==> src/sv/lcs_length_engine_core_assert.svh <==
// Assertion macros used by the engine's datapath.
`ifndef LCS_LENGTH_ENGINE_CORE_ASSERT_SVH
`define LCS_LENGTH_ENGINE_CORE_ASSERT_SVH

// Condition that must hold at every edge outside reset.
`define LCS_ASSERT_ALWAYS(label, clk, rst, cond) \
   label: assert property (@(posedge clk) disable iff (rst) (cond)) \
      else $error("lcs engine: invariant violated");

// Consequence that must hold in the cycle after the antecedent.
`define LCS_ASSERT_NEXT(label, clk, rst, ante, cons) \
   label: assert property (@(posedge clk) disable iff (rst) (ante) |=> (cons)) \
      else $error("lcs engine: sequence violated");

`endif

==> src/sv/lcs_pkg.sv <==
package lcs_pkg;

   localparam int MAX_LEN = 128;
   // Counter width holds 0..MAX_LEN; address width indexes 0..MAX_LEN-1.
   localparam int CNT_W   = $clog2(MAX_LEN + 1);
   localparam int ADDR_W  = (MAX_LEN > 1) ? $clog2(MAX_LEN) : 1;
   localparam int SYM_W   = 8;
   localparam int LEN_W   = 8;

   localparam logic KIND_A = 1'b0;
   localparam logic KIND_B = 1'b1;

   typedef enum logic [1:0] {
      ST_IDLE,
      ST_SWEEP,
      ST_FINISH
   } state_type;

   typedef struct packed {
      logic a_write;
      logic sweep_start;
      logic sweep_run;
      logic sweep_end;
      logic result_load;
   } cmd_type;

   typedef struct packed {
      logic a_complete;
      logic sweep_done;
      logic b_last;
      logic rsp_free;
   } status_type;

endpackage

==> src/sv/lcs_ctrl.sv <==
module lcs_ctrl (
   input  logic               clock,
   input  logic               reset,
   input  logic               req_tvalid,
   input  logic               req_kind,
   output logic               req_tready,
   input  lcs_pkg::status_type status,
   output lcs_pkg::cmd_type    cmd
);

   lcs_pkg::state_type state_ff;
   lcs_pkg::state_type state_in;
   logic               accept;

   assign req_tready = (state_ff == lcs_pkg::ST_IDLE);
   assign accept     = req_tvalid & req_tready;

   always_ff @(posedge clock) begin
      if (reset) begin
         state_ff <= lcs_pkg::ST_IDLE;
      end else begin
         state_ff <= state_in;
      end
   end

   always_comb begin
      state_in = state_ff;
      case (state_ff)
         lcs_pkg::ST_IDLE: begin
            // A B symbol is only swept once string A is complete.
            if (accept && (req_kind == lcs_pkg::KIND_B) && status.a_complete) begin
               state_in = lcs_pkg::ST_SWEEP;
            end
         end
         lcs_pkg::ST_SWEEP: begin
            if (status.sweep_done) begin
               state_in = status.b_last ? lcs_pkg::ST_FINISH : lcs_pkg::ST_IDLE;
            end
         end
         lcs_pkg::ST_FINISH: begin
            if (status.rsp_free) begin
               state_in = lcs_pkg::ST_IDLE;
            end
         end
         default: begin
            state_in = lcs_pkg::ST_IDLE;
         end
      endcase
   end

   always_comb begin
      cmd = '0;
      case (state_ff)
         lcs_pkg::ST_IDLE: begin
            cmd.a_write     = accept && (req_kind == lcs_pkg::KIND_A);
            cmd.sweep_start = accept && (req_kind == lcs_pkg::KIND_B) && status.a_complete;
         end
         lcs_pkg::ST_SWEEP: begin
            cmd.sweep_run = 1'b1;
            cmd.sweep_end = status.sweep_done;
         end
         lcs_pkg::ST_FINISH: begin
            cmd.result_load = status.rsp_free;
         end
         default: begin
            cmd = '0;
         end
      endcase
   end

endmodule

==> config.mk <==
export PLATFORM = sky130hd
export DESIGN_NAME = lcs_ctrl
export DESIGN_NICKNAME = d
export VERILOG_FILES = /design/src/sv/lcs_length_engine_core_assert.svh /design/src/sv/lcs_pkg.sv /design/src/sv/lcs_ctrl.sv
export SDC_FILE = /design/constraint.sdc
export NUM_CORES = 1
export LEC_CHECK = 0
export ABC_AREA = 0
export BUFFER_PORTS_ARGS = -buffer_cell sky130_fd_sc_hd__buf_2
export CAP_MARGIN = 20
export CELL_PAD_IN_SITES_DETAIL_PLACEMENT = 1
export CELL_PAD_IN_SITES_GLOBAL_PLACEMENT = 2
export CORE_AREA = 2 2 39 41
export CTS_BUF_LIST = sky130_fd_sc_hd__clkbuf_4
export CTS_CLUSTER_DIAMETER = 60
export DETAILED_ROUTE_END_ITERATION = 16
export DIE_AREA = 0 0 41 43
export GPL_TIMING_DRIVEN = 0
export PLACE_DENSITY_LB_ADDON = 0.1
export SLEW_MARGIN = 20
export SYNTH_ARGS = -nofsm -noshare
export SYNTH_HDL_FRONTEND = slang
export SYNTH_SLANG_ARGS = --single-unit
export TNS_END_PERCENT = 20
==> constraint.sdc <==
create_clock -name clock -period 1.14 [get_ports clock]
set_input_delay 0 -clock clock [delete_from_list [all_inputs] [get_ports clock]]
set_output_delay 0 -clock clock [all_outputs]
set_load 0.1 [all_outputs]
### After elaboration in Yosys (flattened, before gate mapping)

Cells that the tools add are included.

* input port bits: 8
* bits in writable memories: 0
* output and inout bits: 6
* logic and storage cells: 21
* bits in read-only memories: 0
* bits in latches: 0
* register bits: 2
* memories: 0

* divide/modulo/power cells: 0
* eq/ne operators: 5
* shift-type cells: 0
* muxes and demuxes: 8
* multipliers: 0
* add/sub/neg operators: 0
* reductions and logical operators: 5
* bitwise gates (word level): 2
* order comparisons: 0

Operators by type and width (count)
* $mux 2: 6
* $pmux 2 s3: 1
* $ne 2x2->1 const B: 2
* $logic_and 1x1->1: 3
* $reduce_and 3->1: 1
* $eq 2x1->1 const B: 1
* $eq 2x2->1 const B: 1
* $logic_not 2->1: 1
* $ne 2x1->1 const B: 1
* $and 1x1->1: 1
* $mux 1: 1
* $not 1->1: 1

### Longest topological paths before layout

* depth in word-level cells: 6
* mapped depth: 2
* mapped depth without buffers: 2

### Worst setup path before layout

No wires, ideal clock.

* path type: register to output
* from: reg state_ff[1]
* to: out cmd[3] in the netlist's numbering
* setup slack: -0.865 ns
* buffers on the path: 0
* arrival: 2.005 ns
* stages on the path, launching flop included: 3
* required time: 1.140 ns
* cells stage by stage: dfxtp_1 -> or3b_4 -> nor2_1

RTL lines
* start: declaration: RTL line lcs_ctrl.sv:11 `lcs_pkg::state_type state_ff;`
* start signal: assignment: RTL line lcs_ctrl.sv:20 `state_ff <= lcs_pkg::ST_IDLE;`
* start signal: assignment: RTL line lcs_ctrl.sv:22 `state_ff <= state_in;`
* end: declaration: RTL line lcs_ctrl.sv:8 `output lcs_pkg::cmd_type cmd`

==> impl_metrics.csv <==
group,metric,value,unit
final_layout,syn2layout_area_growth,147,%
final_layout,regMostFlops,"state_ff",
sta,tightest_slew,0.482,ns
final_layout,final_common_cell,"buf_2",
clock_tree,htreeDepth,1,
sta,final.period_utilization,1.14,
logic_synthesis,syn_avg_cell_area,9.09,um2
place,hpwl,352,um
power,p_comb_frac,0.360,
logic_synthesis,synthCells,15,
sta,fmax,0.770,GHz
sta,fin_crit,1.30,ns
min_path,min_path_type,"input pin to flop",
final_layout,stdcell_count,49,
final_layout,drive_gt1_frac,0.818,
final_layout,fillers,166,
place,io_buffers,13,
logic_synthesis,ys_warn_count,0,
worst_setup_path,crit_required,1.14,ns
drt,drtAntennaViolNets,0,
clock_tree,cts_tree,"done",
worst_setup_path,worstPathArrival,1.30,ns
power,fin_total_pwr,0.000349,W
global_routing,grt_first_pass_wirelength,738,um
final_layout,reg.largest.list,"state_ff: 2 flops",
final_layout,n_antenna_cell,0,
worst_setup_path,start_kind,"flop",
logic_synthesis,synth-xor-area-share,0,
drt,wl_per_cell,8.43,um
worst_setup_path,critPathCaptureType,"output port",
run_status,violations,"negative setup slack",
global_routing,grt_usage,0.0611,
worst_setup_path,worstPathMaxFanout,7,
place,routabilityCongestion,0.538,
logic_synthesis,synth_compound_area_frac,0.128,
floorplan,die_w,41,um
sta,setup_viol,3,
logic_synthesis,ys_types,12,
job,cap_violations,0,
power,p_seq_frac,0.211,
clock_tree,insertion_delay,0.22,ns
sta,relSlewSlack,0.681,
sta,worst_slack,-0.158,ns
logic_synthesis,yosys_register_bits,2,
power,p_int,0.000231,W
logic_synthesis,synthMuxAreaShare,0,
sta,grt_setup_unrepaired,"yes",
power,p_sw_frac,0.336,
sta,hold_viol,0,
power,clkPwrFrac,0.429,
final_layout,largest_reg_flops,2,
floorplan,core,1380,um2
logic_synthesis,synthSimpleGateAreaFrac,0.578,
global_routing,grt_start_max_net_pins,8,
clock_tree,cts.sinks,2,
final_layout,multi_input_area,116,um2
global_routing,grt-ovfl-total,0,
drt,viasPerCell,3.80,
drt,drc,0,
power,p_switching,0.000117,W
final_layout,final_cell_mix,"buf_2 (8), clkbuf_4 (3), buf_4 (3), buf_12 (3), nor2_4 (2)",
final_layout,seqCellArea,45.0,um2
global_routing,antenna_found_initial,0,
logic_synthesis,synth_top_family_by_area,"simple AND/OR/NAND/NOR gates",
drt,dr_total_vias,186,
sta,holdWs,0.0563,ns
power,vdd_drop_max,0.312,mV
floorplan,ios,14,
worst_setup_path,path_class,"flop to output port",
global_routing,grt_pass1_vias,190,
logic_synthesis,synthesis.area,136,um2
logic_synthesis,syn-num-nets,23,
clock_tree,numCtsBuffers,3,
clock_tree,clk_pin_slew_worst_paths,0.03,ns
clock_tree,cts_root_buf,"clkbuf_4",
run_status,run_status,"finished with violations",
drt,routed_wl,413,um
floorplan,std_cell_rows,14,
place,pre_cts_ws,-0.180,ns
place,dp.cells,44,
floorplan,die_height,43,um
floorplan,initial_core_util,0.0986,
power,power_leakage,0.144,nW
floorplan,die_area,1760,um2
power,p_per_area,1040,nW/um2
logic_synthesis,yosysSeqAreaShare,0.294,
final_layout,layout.nets,43,
drt,drt_iter0_drc,0,
sta,maxSlewViolCount,0,
logic_synthesis,synth_fa_ha_area_frac,0,
drt,dr.pass1.iters,1,
sta,fin_skew,0.0000769,ns
clock_tree,clock_path_buffers,2,
-- critical path, stage by stage, from the launching register on --
cell and delay, ns:
dfxtp_4 0.35, or3b_4 0.43, nor2_4 0.12, buf_12 0.18
-- final cells by class --
class	instances	area share
repair buffers	15	0.394
multi-input cells	13	0.346
flip-flops and latches	2	0.134
clock buffers	3	0.0669
well taps	16	0.0595
-- cell families (layout without fill, tap and decap cells) --
family | after synthesis | count (layout)
flops | 2 | 2
compound gates | 2 | 2
buf+inv | 0 | 18
simple gates | 11 | 11
-- per-layer routing --
layer / track usage / share of wire / vias to the layer above
met5: 0 / 0 / -
met4: 0.0400 / 0 / 0
met3: 0.0262 / 0.15 / 0
met2: 0.0906 / 0.44 / 12
met1: 0.0671 / 0.41 / 82
li1: - / - / 92
-- cell usage after synthesis --
cell type	n	area [um2]
nand2_1	1	3.75
o31ai_2	1	12.5
and2_1	1	6.26
or3b_4	1	11.3
and2b_2	1	8.76
and3b_2	1	10.0
or4b_1	1	10.0
or3b_1	1	8.76
nand4b_1	1	8.76
nor2_1	3	11.3
a21oi_1	1	5.00
dfxtp_1	2	40.0
-- stage by stage --
stage	cell area, um2	TNS, ns	utilization
finish	337	-0.396	0.243
global route	337	-0.524	0.243
CTS	337	-0.443	0.243
detailed placement	230	-0.346	0.166
global placement	230	-0.321	0.166
floorplan	145	-1.13	-
-- power groups by stage --
stage / Clock, W / Sequential [W] / Combinational (W)
floorplan: 0 / 0.0000754 / 0.0000745
global placement: 0 / 0.0000764 / 0.0000970
detailed placement: 0 / 0.0000763 / 0.0000977
CTS: 0.000160 / 0.0000739 / 0.000127
global route: 0.000177 / 0.0000743 / 0.000132
finish: 0.000149 / 0.0000736 / 0.000126
-- path summary, 6_finish.rpt --
check / startpoint / to / slack, ns / cells after the start
worst max-delay path: state_ff[1] / cmd[4] / -0.16 / 3
worst min-delay path: status[0] / state_ff[1] / 0.06 / 3
worst max register to register: state_ff[1] / state_ff[0] / -0.08 / 3
worst min register to register: state_ff[0] / state_ff[1] / 0.53 / 2
-- timing repair --
action | 4_1_cts | 5_1_grt
endpoints found under the hold margin | 2 | 0
endpoints found under the setup margin | 5 | 4
setup buffers | 1 | 0
gates resized for setup | 20 | 0
pin swaps | 2 | 2
hold buffers | 1 | 0
(Power assumes the default switching activity.)
