$ cat config.mk
export PLATFORM = sky130hd
export DESIGN_NAME = lcs_datapath
export DESIGN_NICKNAME = d
export VERILOG_FILES = /design/src/sv/lcs_pkg.sv /design/src/sv/lcs_datapath.sv
export VERILOG_INCLUDE_DIRS = /design/src /design/src/sv
export SDC_FILE = /design/constraint.sdc
export NUM_CORES = 2
export LEC_CHECK = 0
export ABC_AREA = 0
export BUFFER_PORTS_ARGS = -buffer_cell sky130_fd_sc_hd__buf_2
export CAP_MARGIN = 20
export CORE_UTILIZATION = 35
export DETAILED_ROUTE_END_ITERATION = 6
export GPL_ROUTABILITY_DRIVEN = 0
export HOLD_SLACK_MARGIN = 0.12
export PLACE_DENSITY = 0.59
export SLEW_MARGIN = 20
export SYNTH_ARGS = -nofsm -noshare
export SYNTH_HDL_FRONTEND = slang
export SYNTH_SLANG_ARGS = --single-unit
$ cat constraint.sdc
create_clock -name clock -period 8.61 [get_ports clock]
set_clock_uncertainty 0.2 [all_clocks]
set_input_delay 0.4305 -clock clock [delete_from_list [all_inputs] [get_ports clock]]
set_output_delay 0.4305 -clock clock [all_outputs]
set_load 0.02 [all_outputs]
$ cat src/sv/lcs_length_engine_core_assert.svh
// Assertion macros used by the engine's datapath.
`ifndef LCS_LENGTH_ENGINE_CORE_ASSERT_SVH
`define LCS_LENGTH_ENGINE_CORE_ASSERT_SVH

// Condition that must hold at every edge outside reset.
`define LCS_ASSERT_ALWAYS(label, clk, rst, cond) \
   label: assert property (@(posedge clk) disable iff (rst) (cond)) \
      else $error("lcs engine: invariant violated");

// Consequence that must hold in the cycle after the antecedent.
`define LCS_ASSERT_NEXT(label, clk, rst, ante, cons) \
   label: assert property (@(posedge clk) disable iff (rst) (ante) |=> (cons)) \
      else $error("lcs engine: sequence violated");

`endif

$ cat src/sv/lcs_pkg.sv
package lcs_pkg;

   localparam int MAX_LEN = 128;
   // Counter width holds 0..MAX_LEN; address width indexes 0..MAX_LEN-1.
   localparam int CNT_W   = $clog2(MAX_LEN + 1);
   localparam int ADDR_W  = (MAX_LEN > 1) ? $clog2(MAX_LEN) : 1;
   localparam int SYM_W   = 8;
   localparam int LEN_W   = 8;

   localparam logic KIND_A = 1'b0;
   localparam logic KIND_B = 1'b1;

   typedef enum logic [1:0] {
      ST_IDLE,
      ST_SWEEP,
      ST_FINISH
   } state_type;

   typedef struct packed {
      logic a_write;
      logic sweep_start;
      logic sweep_run;
      logic sweep_end;
      logic result_load;
   } cmd_type;

   typedef struct packed {
      logic a_complete;
      logic sweep_done;
      logic b_last;
      logic rsp_free;
   } status_type;

endpackage

$ cat src/sv/lcs_datapath.sv
`include "lcs_length_engine_core_assert.svh"

module lcs_datapath (
   input  logic                      clock,
   input  logic                      reset,
   input  lcs_pkg::cmd_type          cmd,
   output lcs_pkg::status_type       status,
   input  logic [lcs_pkg::SYM_W-1:0] req_symbol,
   input  logic                      req_last,
   output logic                      rsp_tvalid,
   input  logic                      rsp_tready,
   output logic [lcs_pkg::LEN_W-1:0] rsp_length,
   output logic                      rsp_truncated
);

   // Stored string A and the dynamic-programming row (entry k holds row
   // position k+1; position 0 is always zero).
   logic [lcs_pkg::SYM_W-1:0] a_mem  [lcs_pkg::MAX_LEN];
   logic [lcs_pkg::CNT_W-1:0] dp_mem [lcs_pkg::MAX_LEN];

   logic [lcs_pkg::CNT_W-1:0]  a_count_ff,    a_count_in;
   logic                       a_ovf_ff,      a_ovf_in;
   logic                       a_complete_ff, a_complete_in;
   logic                       fresh_ff,      fresh_in;
   logic [lcs_pkg::CNT_W-1:0]  issue_cnt_ff,  issue_cnt_in;
   logic                       pipe_vld_ff,   pipe_vld_in;
   logic                       rsp_vld_ff,    rsp_vld_in;

   logic [lcs_pkg::SYM_W-1:0]  store_rd_ff;
   logic [lcs_pkg::CNT_W-1:0]  dp_rd_ff;
   logic [lcs_pkg::ADDR_W-1:0] wr_addr_ff;
   logic [lcs_pkg::SYM_W-1:0]  b_sym_ff;
   logic                       b_last_ff;
   logic [lcs_pkg::CNT_W-1:0]  diag_ff,       diag_in;
   logic [lcs_pkg::CNT_W-1:0]  left_ff,       left_in;
   logic [lcs_pkg::LEN_W-1:0]  rsp_len_ff;
   logic                       rsp_trunc_ff;

   logic [lcs_pkg::CNT_W-1:0]  eff_count;
   logic                       eff_ovf;
   logic                       a_store;
   logic                       issue;
   logic                       cell_wr;
   logic [lcs_pkg::CNT_W-1:0]  above;
   logic [lcs_pkg::CNT_W-1:0]  cell_val;

   // A symbol arriving after a complete A begins a new string.
   assign eff_count = a_complete_ff ? '0 : a_count_ff;
   assign eff_ovf   = a_complete_ff ? 1'b0 : a_ovf_ff;
   assign a_store   = cmd.a_write && (eff_count < lcs_pkg::CNT_W'(lcs_pkg::MAX_LEN));

   assign issue   = cmd.sweep_run && (issue_cnt_ff < a_count_ff);
   assign cell_wr = cmd.sweep_run && pipe_vld_ff;
   // Right after A ends the row is all zero, without a clearing pass.
   assign above   = fresh_ff ? '0 : dp_rd_ff;

   always_comb begin
      if (store_rd_ff == b_sym_ff) begin
         cell_val = lcs_pkg::CNT_W'(diag_ff + 1'b1);
      end else if (left_ff > above) begin
         cell_val = left_ff;
      end else begin
         cell_val = above;
      end
   end

   always_comb begin
      a_count_in    = a_count_ff;
      a_ovf_in      = a_ovf_ff;
      a_complete_in = a_complete_ff;
      fresh_in      = fresh_ff;
      issue_cnt_in  = issue_cnt_ff;
      pipe_vld_in   = 1'b0;
      diag_in       = diag_ff;
      left_in       = left_ff;
      rsp_vld_in    = rsp_vld_ff && !rsp_tready;

      if (cmd.a_write) begin
         a_count_in    = a_store ? lcs_pkg::CNT_W'(eff_count + 1'b1) : eff_count;
         a_ovf_in      = eff_ovf || !a_store;
         a_complete_in = req_last;
         if (req_last) begin
            fresh_in = 1'b1;
         end
      end
      if (cmd.sweep_start) begin
         issue_cnt_in = '0;
         diag_in      = '0;
         left_in      = '0;
      end
      if (issue) begin
         issue_cnt_in = lcs_pkg::CNT_W'(issue_cnt_ff + 1'b1);
         pipe_vld_in  = 1'b1;
      end
      if (cell_wr) begin
         left_in = cell_val;
         diag_in = above;
      end
      if (cmd.sweep_end) begin
         fresh_in = 1'b0;
      end
      if (cmd.result_load) begin
         rsp_vld_in    = 1'b1;
         a_count_in    = '0;
         a_ovf_in      = 1'b0;
         a_complete_in = 1'b0;
      end
   end

   always_ff @(posedge clock) begin
      if (reset) begin
         a_count_ff    <= '0;
         a_ovf_ff      <= 1'b0;
         a_complete_ff <= 1'b0;
         fresh_ff      <= 1'b1;
         issue_cnt_ff  <= '0;
         pipe_vld_ff   <= 1'b0;
         rsp_vld_ff    <= 1'b0;
      end else begin
         a_count_ff    <= a_count_in;
         a_ovf_ff      <= a_ovf_in;
         a_complete_ff <= a_complete_in;
         fresh_ff      <= fresh_in;
         issue_cnt_ff  <= issue_cnt_in;
         pipe_vld_ff   <= pipe_vld_in;
         rsp_vld_ff    <= rsp_vld_in;
      end
   end

   always_ff @(posedge clock) begin
      diag_ff    <= diag_in;
      left_ff    <= left_in;
      wr_addr_ff <= issue_cnt_ff[lcs_pkg::ADDR_W-1:0];
      if (cmd.sweep_start) begin
         b_sym_ff  <= req_symbol;
         b_last_ff <= req_last;
      end
      if (cmd.result_load) begin
         rsp_len_ff   <= lcs_pkg::LEN_W'(left_ff);
         rsp_trunc_ff <= a_ovf_ff;
      end
   end

   always_ff @(posedge clock) begin
      if (a_store) begin
         a_mem[eff_count[lcs_pkg::ADDR_W-1:0]] <= req_symbol;
      end
      store_rd_ff <= a_mem[issue_cnt_ff[lcs_pkg::ADDR_W-1:0]];
   end

   always_ff @(posedge clock) begin
      if (cell_wr) begin
         dp_mem[wr_addr_ff] <= cell_val;
      end
      dp_rd_ff <= dp_mem[issue_cnt_ff[lcs_pkg::ADDR_W-1:0]];
   end

   assign status.a_complete = a_complete_ff;
   assign status.sweep_done = cell_wr && !issue;
   assign status.b_last     = b_last_ff;
   assign status.rsp_free   = !rsp_vld_ff || rsp_tready;

   assign rsp_tvalid    = rsp_vld_ff;
   assign rsp_length    = rsp_len_ff;
   assign rsp_truncated = rsp_trunc_ff;

   `LCS_ASSERT_ALWAYS(a_count_bound, clock, reset, a_count_ff <= lcs_pkg::CNT_W'(lcs_pkg::MAX_LEN))
   `LCS_ASSERT_ALWAYS(issue_bound, clock, reset, !cmd.sweep_run || (issue_cnt_ff <= a_count_ff))
   `LCS_ASSERT_NEXT(result_clears_a, clock, reset, cmd.result_load, !a_complete_ff && rsp_vld_ff)

endmodule

# After elaboration in Yosys (flattened, before gate mapping)
# Memories as Yosys holds them, arrays and structs flattened. A register that Yosys moved wholly into a read port is not among the register bits.
# Cells that the tools add are included.
dict set report word_totals {
  elab_cells 59
  mem_count 2
  mem_bits_rw 2048
  inputBits 17
  register_bits 62
}
# memory depth width rd rd_ports_with_merged_regs write_ports line
set memory_table {}
lappend memory_table {a_mem 128 8 1 1 1 lcs_datapath.sv:18} ;# logic [lcs_pkg::SYM_W-1:0] a_mem [lcs_pkg::MAX_LEN];
lappend memory_table {dp_mem 128 8 1 1 1 lcs_datapath.sv:19} ;# logic [lcs_pkg::CNT_W-1:0] dp_mem [lcs_pkg::MAX_LEN];
dict set report classes {
  n_addsub 3
  n_reduce_logical 17
  magnitude_cmp 3
  n_eq_ne 1
  mux 19
}
# operator n
set op_table {}
lappend op_table {{$mux W8} 9}
lappend op_table {{$add A8 B1 Y8 const B} 3}
lappend op_table {{$mux W1} 10}
lappend op_table {{$eq A8 B8 Y1} 1}
lappend op_table {{$gt A8 B8 Y1} 1}
lappend op_table {{$lt A8 B8 Y1} 1}
lappend op_table {{$lt A8 B8 Y1 const B} 1}
lappend op_table {{$reduce_bool A2 Y1} 4}
lappend op_table {{$logic_and A1 B1 Y1} 5}
lappend op_table {{$logic_not A1 Y1} 4}
lappend op_table {{$logic_or A1 B1 Y1} 2}
lappend op_table {{$reduce_and A2 Y1} 1}
lappend op_table {{$reduce_or A2 Y1} 1}

# Depth between registers and ports, before layout
dict set report depth {
  depth_word 5
  depth_mapped 10
  mapped_depth_nobuf 8
}

# Least setup slack after synthesis
# Ideal clock, no wire load.
dict set report synth_path {
  path_type {reg-to-reg}
  startpoint {register fresh_ff}
  endpoint {memory dp_mem[0][2] (netlist bit) (data pin)}
  slack_ns 1.664
  required_time_ns 7.488
  period_less_slack_ns 6.946
  n_path_buf 1
  setup_time_ns 0.922
  arrival_ns 5.824
  stages_incl_launch_ff 9
  path_cell_list {dfxtp_1 > clkbuf_1 > nand2b_1 > ha_1 > nand3_1 > or4_1 > o21ai_1 > mux2_2 > mux2i_1}
}
dict set report synth_via {
  elab_chain_cells 4
}
# element line
set synth_lines {}
lappend synth_lines {{start: declaration} lcs_datapath.sv:24} ;# logic fresh_ff, fresh_in;
lappend synth_lines {{start signal: assignment} lcs_datapath.sv:123} ;# fresh_ff <= fresh_in;
lappend synth_lines {{$mux W8 *} lcs_datapath.sv:55} ;# assign above = fresh_ff ? '0 : dp_rd_ff;
lappend synth_lines {{$gt A8 B8 Y1} lcs_datapath.sv:60} ;# end else if (left_ff > above) begin
lappend synth_lines {{$mux W8 *} lcs_datapath.sv:60}
lappend synth_lines {{$mux W8 *} lcs_datapath.sv:58} ;# if (store_rd_ff == b_sym_ff) begin
lappend synth_lines {{named net cell_val, one bit} lcs_datapath.sv:45} ;# logic [lcs_pkg::CNT_W-1:0] cell_val;
lappend synth_lines {{end: declaration} lcs_datapath.sv:19}
# Mark *: on every way through the listed nets, which the timed path passes. The rest lies on a longest branch.

# Final worst setup path
dict set report layout_path {
  startpoint {register fresh_ff}
  endpoint {memory dp_mem[36][4] (netlist bit) (data pin)}
}
# Same word-level chain as after synthesis.

==> run metrics <==
library cells used by synthesis 60; wire length on met1 slightly above 90000 um; FF-to-FF End dp_mem[36][4]; first-pass GRT wire length 307000 um; CP required 8880 ps; Worst VDD drop between 0.00015 and 0.0002 V; most common cell after layout, fill and taps aside edfxtp_1; CTS-repair resized insts 0; max_cap viols 0; post-route setup slack 3760 ps; Setup Buffers After CTS 0; Fmax achieved around 0.21 GHz; share of cells above drive strength 1 approximately 14%; Worst Hold Launch req_last; deepest clock path buffer count 3; Synth Area per Inst about 17 um2; smallest hold slack about 240 ps; min-delay worst type in2reg; Synth Instances around 5000; CTS buffer count approximately 200; critical path class reg2reg; die height around 490 um; Final Critical Period a little under 5000 ps; Max stage delay on crit path approximately 880 ps; DRT iter0 DRCs 4186; Least-Margin Pin Slew approximately 1100 ps; Yosys top cell by area edfxtp_1; half-perimeter wire length after detailed placement approximately 130000 um; Multi-input gate area 19300 um2; flop-to-flop setup slack around 3800 ps; all-layer global routing usage between 10% and 20%; RSZ-0062 raised after global routing no; IO Port Bufs 30; asr flop ratio synth 0%; status finished with violations; initial antenna violation count 5; top-area cell type share of the netlist area 74.5%; final hold viol count 0; Final Core Density about two fifths; Slew HR between 20% and 30%; Worst Path Max Fanout a little under 100; gr ovfl total 0; number of cells on the worst reg-to-reg path 9; top routing layer used met4; Critical Path Stages 9; Top delay family on crit path compound AO/OA/AOI/OAI gates; WHS Path Cells 2; YS warnings 0; most frequent cells in the layout edfxtp_1, mux2i_1, nor2_1, mux2_2, a22oi_1; R2R Path Start fresh_ff; Power Density between 200 and 250 nW/um2; Synth area leaders edfxtp_1, mux2i_1, mux2_2, a22oi_1, nor2_1; row count 179; flops & latches, synth between 2000 and 2500; Main synth FF type edfxtp_1; Arr. time, crit path a little over 5000 ps; Net Count, Synth 5015; worst skew pair latency 850 ps; CTS tree done; Mapped Area around 84000 um2; Reg clk slew, reported paths 60 ps; Placed Cells about 8000; drt via density between 5 and 6; Max H-tree Level 4; Critical Path End Type register; WL/cell 25.2 um; endpoints failing setup 0; Die Width ~490 um; Met3 Routed Length about 13000 um; leakage 27.9 nW; layout net count a little over 5000; Total Wirelength 211000 um; Tot Pwr approximately 21 mW; Hold Path Sink b_last_ff; clock root buffer clkbuf_16; post-route cell area 94300 um2; TNS Setup 0 ps; Buf/Inv on CP 1; vias in the first global route ~44000; ANT nets after route 0; Seq. cell area about 63000 um2; # DRC 4; Fillers ~22000; Initial Util a little over a third; Post-synth EDFFs ~2100; share of the yosys chip area belonging to registers around three quarters; Worst setup SP type register; failing checks DRC; first-pass detailed-route iteration total 7; hold buffers post-CTS 20; pre-CTS setup slack ~3700 ps; Final Cycle Share between 50 and 60%; Area Growth Syn to Fin 12.5%; CP Cell Sequence nand2b_1 > ha_1 > a21oi_1 > o22ai_1 > o21a_1 > o21ai_1 > mux2_2 > a21oi_4 > buf_4; met2 WL post-DR between 100000 and 150000 um; Worst path slowest cell buf_4; largest net degree at the start of global routing 150; via count 44400; die area 242000 um2; fin cells approximately 8400; area post-placement roughly 88000 um2; Top Ports 31; Clock Sinks roughly 2100; core footprint around 240000 um2; Max Slew Vio Count 0
-- worst max-delay path by stage --
| stage | from | endpoint | slack [ps] |
|---|---|---|---|
| final | fresh_ff | dp_mem[36][4] | 3760 |
| after global routing | fresh_ff | dp_mem[33][4] | 3490 |
| after CTS | fresh_ff | dp_mem[41][1] | 3700 |
| after detailed placement | fresh_ff | dp_mem[109][1] | 3740 |
| after global placement | fresh_ff | dp_mem[105][1] | 3800 |
| after floorplan | fresh_ff | dp_mem[0][2] | 1660 |
-- where the power goes --
part	switching [mW]	total (mW)	internal [mW]	leakage (nW)
combinational	0.340	0.401	0.0614	5.44
clock	3.87	8.84	4.97	3.20
sequential	0.0137	11.5	11.5	19.3
-- flip-flops by register name, indices dropped and copies added, names as in the netlist --
signal / cells
a_count_ff: 8
rsp_tvalid: 1
issue_cnt_ff: 8
dp_rd_ff: 8
rsp_length: 8
a_mem: 1024
a_complete_ff: 1
dp_mem: 1024
pipe_vld_ff: 1
a_ovf_ff: 1
wr_addr_ff: 7
left_ff: 8
store_rd_ff: 8
diag_ff: 8
fresh_ff: 1
b_last_ff: 1
b_sym_ff: 8
rsp_truncated: 1
-- layout make-up --
cell class	instances	area share, %
clock inverters	124	1.22
repair buffers	129	1.15
flip-flops and latches	2126	67.2
well taps	3167	4.20
inverters	21	0.0836
multi-input cells	2558	20.4
clock buffers	255	5.70
diodes	2	0.00531
-- Yosys cell counts (all sizes together) (3+ instances only) --
library cell	n
a211oi	78
a21o	3
a21oi	159
a221oi	4
a22oi	248
and2	3
and3	5
buf	153
clkbuf	122
dfxtp	44
edfxtp	2082
ha	18
inv	21
mux2	256
mux2i	707
nand2	172
nand2b	17
nand3	142
nand3b	4
nand4	8
nand4b	3
nor2	360
nor2b	83
nor3	75
nor3b	3
nor4	6
o21ai	9
o22ai	125
or2	8
or3b	3
or4	18
xnor2	8
xor2	11
-- routing by layer --
metal	GRT usage, %	up-vias
met5	0	-
met3	2.78	279
li1	-	19600
met1	23.4	23100
met4	4.53	0
met2	28.3	1372
-- logic make-up after synthesis --
family,synth area share [%]
AO/OA/AOI/OAI,5.28
XOR/XNOR,0.198
adder cells (fa/ha/maj),0.269
buffers and inverters,1.63
flip-flops,75.6
multiplexers,11.9
AND/OR/NAND/NOR,5.15
No activity file was read; power rests on OpenSTA's default activity.
